## config.mk

```make
export PLATFORM = sky130hd
export DESIGN_NAME = min_max_column_decimator
export DESIGN_NICKNAME = d
export VERILOG_FILES = /design/src/rtl/core/mmcd_pkg.sv /design/src/rtl/core/min_max_column_decimator.sv
export SDC_FILE = /design/constraint.sdc
export NUM_CORES = 2
export LEC_CHECK = 0
export BUFFER_PORTS_ARGS = -buffer_cell sky130_fd_sc_hd__buf_2
export CORE_ASPECT_RATIO = 0.75
export CORE_MARGIN = 1.5
export CORE_UTILIZATION = 35
export CTS_CLUSTER_DIAMETER = 30
export DETAILED_ROUTE_END_ITERATION = 10
export PLACE_DENSITY_LB_ADDON = 0.3
export SETUP_SLACK_MARGIN = 0.3
export SYNTH_ARGS = -nofsm -noshare
export SYNTH_HDL_FRONTEND = slang
export SYNTH_SLANG_ARGS = --single-unit
```

## constraint.sdc

```tcl
create_clock -name aclk -period 21.4 [get_ports aclk]
set_clock_uncertainty 0.05 [all_clocks]
set_input_delay 2.14 -clock aclk [delete_from_list [all_inputs] [get_ports aclk]]
set_output_delay 2.14 -clock aclk [all_outputs]
set_load 0.02 [all_outputs]
```

## src/rtl/core/mmcd_pkg.sv

```systemverilog
// Shared constants and types for the min/max column decimator.
// No dependencies.
package mmcd_pkg;

    localparam int X_BITS          = 32;
    localparam int Y_BITS          = 16;
    localparam int COLUMN_BITS     = 16;
    localparam int SCALE_FRAC_BITS = 24;
    localparam int SCALE_BITS      = 32;
    localparam int CFG_DATA_BITS   = (X_BITS > SCALE_BITS) ? X_BITS : SCALE_BITS;
    localparam int CFG_INDEX_BITS  = 1;
    localparam int PROD_BITS       = X_BITS + SCALE_BITS;
    localparam int PROD_HI_BITS    = PROD_BITS - SCALE_FRAC_BITS;

    // Register indexes on the configuration port
    localparam logic [CFG_INDEX_BITS-1:0] CFG_START_X = 1'd0;
    localparam logic [CFG_INDEX_BITS-1:0] CFG_SCALE   = 1'd1;

    localparam logic [SCALE_BITS-1:0]  SCALE_RESET = SCALE_BITS'(1677722);
    localparam logic [COLUMN_BITS-1:0] COLUMN_TOP  = {COLUMN_BITS{1'b1}};

    typedef struct packed {
        logic [X_BITS-1:0]        x;
        logic signed [Y_BITS-1:0] y;
    } point_t;

endpackage

```

## src/rtl/core/min_max_column_decimator.sv

```systemverilog
// Timing: an accepted request loads the input/multiply register; if it closes a column,
// the pair output register loads as the sample leaves that register, which can stall
// while the previous pair is still being sent. Throughput: one sample per cycle while no
// column closes; a closing sample puts two results on the single output port, so a closing
// sample waits until the previous pair has gone or its last result is being taken.
// Reset (aresetn, synchronous, active low) clears pipeline, counter, open column and config.
// Depends on mmcd_pkg.
module min_max_column_decimator
    import mmcd_pkg::*;
(
    input  logic                      aclk,
    input  logic                      aresetn,
    // configuration write port
    input  logic                      cfg_wr_en,
    input  logic [CFG_INDEX_BITS-1:0] cfg_index,
    input  logic [CFG_DATA_BITS-1:0]  cfg_data,
    // sample requests
    input  logic                      s_valid,
    output logic                      s_ready,
    input  logic [X_BITS-1:0]         s_x,
    input  logic signed [Y_BITS-1:0]  s_y,
    // extreme point requests
    output logic                      m_valid,
    input  logic                      m_ready,
    output logic [X_BITS-1:0]         m_out_x,
    output logic signed [Y_BITS-1:0]  m_out_y,
    output logic                      m_is_max,
    output logic [COLUMN_BITS-1:0]    m_column,
    output logic                      m_last
);

    // ------------------------------------------------------------------
    // Configuration registers
    // ------------------------------------------------------------------
    logic [X_BITS-1:0]     start_x_reg;
    logic [SCALE_BITS-1:0] scale_reg;

    always_ff @(posedge aclk) begin
        if (!aresetn) begin
            start_x_reg <= '0;
            scale_reg   <= SCALE_RESET;
        end else if (cfg_wr_en) begin
            unique case (cfg_index)
                CFG_START_X: start_x_reg <= cfg_data[X_BITS-1:0];
                CFG_SCALE:   scale_reg   <= cfg_data[SCALE_BITS-1:0];
                default:     ;
            endcase
        end
    end

    // ------------------------------------------------------------------
    // Stage 1: offset from the screen edge and the column product.
    // A sample left of start_x is flagged and never closes a column.
    // ------------------------------------------------------------------
    logic                  s1_valid_reg;
    point_t                s1_pt_reg;
    logic                  s1_neg_reg;
    logic [PROD_BITS-1:0]  s1_prod_reg;

    logic                  in_accept;
    logic [X_BITS-1:0]     in_diff;
    logic [PROD_BITS-1:0]  in_prod;

    assign in_accept = s_valid && s_ready;
    assign in_diff   = s_x - start_x_reg;
    assign in_prod   = PROD_BITS'(in_diff) * PROD_BITS'(scale_reg);

    always_ff @(posedge aclk) begin
        if (in_accept) begin
            s1_pt_reg.x <= s_x;
            s1_pt_reg.y <= s_y;
            s1_neg_reg  <= (s_x < start_x_reg);
            s1_prod_reg <= in_prod;
        end
    end

    // ------------------------------------------------------------------
    // Stage 2: column test against the counter and update of the open column.
    // (product >> frac) >= count, done on the upper product bits.
    // ------------------------------------------------------------------
    logic                    holding_reg, holding_next;
    logic [COLUMN_BITS-1:0]  column_count_reg, column_count_next;
    point_t                  max_pt_reg, max_pt_next;
    point_t                  min_pt_reg, min_pt_next;

    // Pair output register: out_cnt_reg is the number of results still to send
    logic [1:0]              out_cnt_reg, out_cnt_next;
    point_t                  first_pt_reg, second_pt_reg;
    logic                    first_is_max_reg;
    logic [COLUMN_BITS-1:0]  pair_column_reg;

    logic [PROD_HI_BITS-1:0] prod_hi;
    logic                    close_now;
    logic                    pair_free;
    logic                    fire;
    logic                    out_accept;

    assign prod_hi    = s1_prod_reg[PROD_BITS-1:SCALE_FRAC_BITS];
    assign close_now  = s1_valid_reg && holding_reg && !s1_neg_reg
                        && (prod_hi >= PROD_HI_BITS'(column_count_reg));
    assign out_accept = m_valid && m_ready;
    // a new pair may only load once the previous one has gone or is going now
    assign pair_free  = (out_cnt_reg == 2'd0) || ((out_cnt_reg == 2'd1) && m_ready);
    assign fire       = s1_valid_reg && (!close_now || pair_free);
    assign s_ready    = !s1_valid_reg || fire;

    always_comb begin
        holding_next      = holding_reg;
        column_count_next = column_count_reg;
        max_pt_next       = max_pt_reg;
        min_pt_next       = min_pt_reg;
        out_cnt_next      = out_cnt_reg;

        if (out_accept) begin
            out_cnt_next = out_cnt_reg - 2'd1;
        end

        if (fire) begin
            if (!holding_reg || close_now) begin
                // first sample, or the sample that opens the next column
                holding_next = 1'b1;
                max_pt_next  = s1_pt_reg;
                min_pt_next  = s1_pt_reg;
                if (close_now) begin
                    out_cnt_next = 2'd2;
                    if (column_count_reg != COLUMN_TOP) begin
                        column_count_next = column_count_reg + 1'b1;
                    end
                end
            end else begin
                // strict compares: a tie keeps the held point
                if (s1_pt_reg.y > max_pt_reg.y) begin
                    max_pt_next = s1_pt_reg;
                end
                if (s1_pt_reg.y < min_pt_reg.y) begin
                    min_pt_next = s1_pt_reg;
                end
            end
        end
    end

    always_ff @(posedge aclk) begin
        if (!aresetn) begin
            s1_valid_reg     <= 1'b0;
            holding_reg      <= 1'b0;
            column_count_reg <= '0;
            out_cnt_reg      <= 2'd0;
        end else begin
            s1_valid_reg     <= in_accept || (s1_valid_reg && !fire);
            holding_reg      <= holding_next;
            column_count_reg <= column_count_next;
            out_cnt_reg      <= out_cnt_next;
        end
    end

    // Held extremes only matter once a column is open, so no reset
    always_ff @(posedge aclk) begin
        max_pt_reg <= max_pt_next;
        min_pt_reg <= min_pt_next;
        if (fire && close_now) begin
            // smaller x goes first; equal x sends the minimum first
            if (min_pt_reg.x > max_pt_reg.x) begin
                first_pt_reg     <= max_pt_reg;
                second_pt_reg    <= min_pt_reg;
                first_is_max_reg <= 1'b1;
            end else begin
                first_pt_reg     <= min_pt_reg;
                second_pt_reg    <= max_pt_reg;
                first_is_max_reg <= 1'b0;
            end
            pair_column_reg <= column_count_reg;
        end
    end

    // ------------------------------------------------------------------
    // Output mux: first point while two remain, then the second
    // ------------------------------------------------------------------
    assign m_valid  = (out_cnt_reg != 2'd0);
    assign m_last   = (out_cnt_reg == 2'd1);
    assign m_out_x  = m_last ? second_pt_reg.x : first_pt_reg.x;
    assign m_out_y  = m_last ? second_pt_reg.y : first_pt_reg.y;
    assign m_is_max = m_last ? !first_is_max_reg : first_is_max_reg;
    assign m_column = pair_column_reg;

    // ------------------------------------------------------------------
    // Assertions
    // ------------------------------------------------------------------
    // the counter only ever steps by one
    assert property (@(posedge aclk) disable iff (!aresetn)
        $past(aresetn) && (column_count_reg != $past(column_count_reg))
        |-> (column_count_reg == $past(column_count_reg) + 1'b1))
        else $error("column counter jumped");

    // a pending pair is ordered by x
    assert property (@(posedge aclk) disable iff (!aresetn)
        (out_cnt_reg == 2'd2) |-> (first_pt_reg.x <= second_pt_reg.x))
        else $error("pair not ordered by x");

    // a pair only loads while a column was open
    assert property (@(posedge aclk) disable iff (!aresetn)
        (fire && close_now) |=> (out_cnt_reg == 2'd2) && holding_reg)
        else $error("pair load without open column");

endmodule
```

# After elaboration in Yosys (flattened, before gate mapping)
# Cells that the tools add are included.
dict set report word_totals {
  reg_bits 406
  inputBits 86
  output_inout_bits 68
  wordCells 76
}
dict set report classes {
  addsub 3
  mul 1
  n_lt_le_gt_ge 5
  n_eq_ne 2
  mux 14
  bitwise_logic 1
  reduce_logical 30
}
# cell n
set op_table {}
lappend op_table {{2-to-1 mux 48 bit} 6}
lappend op_table {{multiplier 32 x 32 -> 64 bit} 1}
lappend op_table {{>= comparator 40 x 16 -> 1 bit} 1}
lappend op_table {{greater-than comparator 32 bit} 1}
lappend op_table {{< comparator 32 bit} 1}
lappend op_table {{2-to-1 mux 32 bit} 1}
lappend op_table {{subtractor 32 bit} 1}
lappend op_table {{adder 16 x 1 -> 16 bit, second input constant} 1}
lappend op_table {{greater-than comparator 16 bit} 1}
lappend op_table {{< comparator 16 bit} 1}
lappend op_table {{2-to-1 mux 16 bit} 1}
lappend op_table {{!= test 16 bit, second input constant} 1}
lappend op_table {{AND reduction 2 bit} 5}
lappend op_table {{logical AND 1 bit} 9}
lappend op_table {{2-to-1 mux 2 bit} 4}
lappend op_table {{zero test 1 bit} 6}
lappend op_table {{nonzero test 2 bit} 3}
lappend op_table {{logical OR 1 bit} 5}
lappend op_table {{AND reduction 4 bit} 1}
lappend op_table {{equality test 2 x 1 -> 1 bit, second input constant} 1}
lappend op_table {{zero test 2 bit} 1}
lappend op_table {{2-to-1 mux 1 bit} 2}
lappend op_table {{subtractor 2 x 1 -> 2 bit, second input constant} 1}
lappend op_table {{NOT 1 bit} 1}

# Longest topological paths before layout
dict set report depth {
  ltp_word 9
  mapped_depth 38
  depth_no_buf 37
}

# Worst setup path before layout
# OpenSTA, ideal clock, no wires.
dict set report synth_timing {
  path_kind {input port to flip-flop}
  from {input s_x[0]}
  to {register s1_prod_reg[52], data pin}
  setup_ns 0.269
  t_arrival_ns 10.290
  t_required_ns 21.081
  setup_slack_ns 10.792
  path_stages 33
  n_path_buf 2
  path_cell_list {inv_1 > ha_1 > fa_1 > nor2b_1 > o31ai_2 > a21oi_1 > a21oi_1 > o21bai_1 > a31oi_1 > xnor2_1 > clkbuf_1 > nand2_1 > fa_1 > fa_1 > fa_1 > inv_1 > fa_1 > inv_1 > fa_1 > inv_1 > fa_1 > fa_1 > fa_1 > ha_1 > clkbuf_1 > nand2_1 > o21ai_0 > or4_1 > o211ai_2 > a31oi_2 > a31oi_2 > o31ai_1 > xor2_1}
}
dict set report synth_via {
  elab_chain_len 2
}
# item line_no
set synth_rtl {}
lappend synth_rtl {{start: declaration} min_max_column_decimator.sv:20} ;# input logic [X_BITS-1:0] s_x,
lappend synth_rtl {{subtractor 32 bit} min_max_column_decimator.sv:65} ;# assign in_diff = s_x - start_x_reg;
lappend synth_rtl {{multiplier 32 x 32 -> 64 bit} min_max_column_decimator.sv:66} ;# assign in_prod = PROD_BITS'(in_diff) * PROD_BITS'(scale_reg);
lappend synth_rtl {{named net in_prod[52]} min_max_column_decimator.sv:62} ;# logic [PROD_BITS-1:0] in_prod;
lappend synth_rtl {{end signal: assignment} min_max_column_decimator.sv:73} ;# s1_prod_reg <= in_prod;
lappend synth_rtl {{end: declaration} min_max_column_decimator.sv:58} ;# logic [PROD_BITS-1:0] s1_prod_reg;
# The timed path passes the listed nets, and every way through them passes these cells.
# A chain may end at the register's enable or synchronous reset.

# Final worst setup path
dict set report layout_timing {
  from {input s_x[0]}
  to {register s1_prod_reg[59], data pin}
}
# Same word-level chain as after synthesis.

==> metrics.cfg <==
[status]
status = finished, final reports clean

[worst_setup_path]
critPathMaxFanout = 32
setup.worst_path.end_class = flip-flop
arrival_ns = 11.83
start_kind = primary input
reg2reg_depth = 30
crit_end = s1_prod_reg[59]
startpoint = s_x[0]
rr_endpoint = s1_prod_reg[59]
reg2reg_slack_ns = 11.27
worst_r2r_startpoint = start_x_reg[0]
cp_common_cell = fa_1
crit_slowest_cell = fa_1
slowest_delay_ns = 0.59
crit_required_ns = 21.70
crit_type = primary input to flip-flop

[logic_synthesis]
synth_edf_count = 298
yosys_warnings = 0
ys_types = 69
synth_area_leaders = fa_1, edfxtp_1, ha_1, inv_1, and2_1
synth_seq_area_share = 0.211
synth_top_area_frac = 0.356
ys_async_sr_fraction = 0
syn_area_um2 = 50300
synth-seq-cells = 382
synthesis.instances = 5000
syn_avg_cell_area_um2 = 10.1
synth_largest_area_cell = fa_1
synthFlopType = edfxtp_1
syn_nets = 6356

[clocking]
holdBufCountCts = 0
htreeDepth = 3
tritoncts = done
clk_pin_slew_ns = 0.05
clkSinkCount = 382
cts-resized-gates = 0
numCtsBuffers = 70
clk_latency_ns = 0.61
cts_setup_buffers = 0
cts-root-buf = clkbuf_16
cts_max_path_buffers = 3

[routing]
drt_iter0_drc = 2756
top_layer = met5
routed_via_density = 5.01
met3_length_um = 14100
dr.pass1.iters = 6
met2_wirelength_um = 60400
avgRoutedWirePerCell_um = 20.7
wl_met1_um = 67700
drtAntennaViolNets = 0
remaining_drc_errors = 0
finalWirelength_um = 145000
num_vias = 35100

[sta]
fin_crit_sh = 0.539
max_slew_margin = 0.232
setup_viol = 0
finalSetupTns_ns = 0
min_period_ns = 11.53
worst_slew_pin_slew_ns = 1.15
rsz0062_at_grt = false
hold_viol = 0
clock.fmax_ghz = 0.0867
slew_viol_final = 0

[global_route]
grt_max_degree = 94
grt_remaining_overflow = 0
grt_pass1_wl_um = 223000
antenna_found_initial = 13
grt_use_total = 0.200
grt_pass1_vias = 36400

[floorplan]
io_pins = 154
dieWidth_um = 441
core_area_um2 = 143000
die_area_um2 = 146000
rows = 120
dieHeight_um = 331
start_util = 0.353

[cells_and_area]
final_common_cell = inv_1
num-fill-cells = 14100
drive_gt1_frac = 0.102
layout_common_cells = inv_1, fa_1, nand2_1
postLayoutCellArea_um2 = 55700
fin_nets = 6403
area_growth_pct = 10.6

[placement]
placed_cell_area_um2 = 53300
gp_congestion = 0.920
port-buffer-count = 153
post-dp-hpwl_um = 101000

[hold_path]
hold_depth = 0
hp-class = flip-flop to flip-flop

[job]
maxCapViolCount = 0

-- logic make-up after synthesis --
family	count (synthesis)	share of synthesized area
AOI/OAI and AO/OA	410	0.0554
adders and majority gates	1270	0.449
buffers and inverters	1252	0.0940
muxes	153	0.0333
xor gates and xnor gates	72	0.0127
DFF	382	0.211
and+or+nand+nor	1461	0.144
-- worst min path at each step --
stage	startpoint	endpoint
final	s1_pt_reg[40]	min_pt_reg[40]
after global routing	s1_pt_reg[40]	min_pt_reg[40]
after CTS	s1_pt_reg[41]	max_pt_reg[41]
after detailed placement	s1_pt_reg[17]	max_pt_reg[17]
after global placement	s1_pt_reg[43]	max_pt_reg[43]
after floorplan	s1_pt_reg[16]	max_pt_reg[16]
-- final cells by class --
type / instances / area, µm² / area share
diodes: 6 / 15.0 / 0.000270
clock buffers: 80 / 1820 / 0.0327
clock inverters: 49 / 611 / 0.0110
inverters: 1008 / 3790 / 0.0680
multi-input cells: 3366 / 35200 / 0.632
flip-flops and latches: 382 / 10700 / 0.191
well taps: 1891 / 2370 / 0.0425
repair buffers: 219 / 1260 / 0.0226
-- per-stage QoR --
step / instances / utilization / hold slack, ns / setup slack [ns]
5_1_grt: 6996 / 0.390 / 0.382 / 9.45
2_1_floorplan: 5000 / - / 0.371 / 10.79
4_1_cts: 6995 / 0.390 / 0.368 / 9.89
6_report: 7001 / 0.390 / 0.382 / 9.87
3_3_place_gp: 6866 / 0.373 / 0.371 / 9.44
3_5_place_dp: 6866 / 0.373 / 0.379 / 9.33
-- critical path, delay by kind of cell --
family	cells	cell delay, ns
compound gates	11	2.49
fa+ha+maj	11	5.04
buf+inv	5	0.84
simple gates	3	1.00
xor+xnor	2	0.30
-- cell usage after synthesis (7+ instances only) --
library cell and instances:
nor3_1 17, nor4_1 13, and4_1 7, ha_1 374, fa_1 896, o21ai_0 56, a211o_1 7, nand3_1 31
dfxtp_1 84, mux2i_1 39, nor2b_1 57, nor2_1 56, o211ai_1 10, a21boi_0 63, edfxtp_1 298, clkbuf_1 216
buf_2 19, nand4_1 28, xor2_1 27, a21oi_1 101, a21o_1 75, mux2_2 114, o21bai_1 9, and3_1 17
o21ai_1 7, and2_1 494, a31oi_1 12, o21a_1 13, xnor2_1 44, nand2b_1 36, nand2_1 684, or3_1 8
inv_1 1008
-- per-layer routing --
metal	vias up	global-route usage
met5	-	0
met4	2	0.0400
met3	167	0.0414
met2	1446	0.288
met1	18000	0.307
li1	15500	-
Power is not shown: default switching activity piles up to over one toggle a cycle in this logic, so the estimate is an artifact.
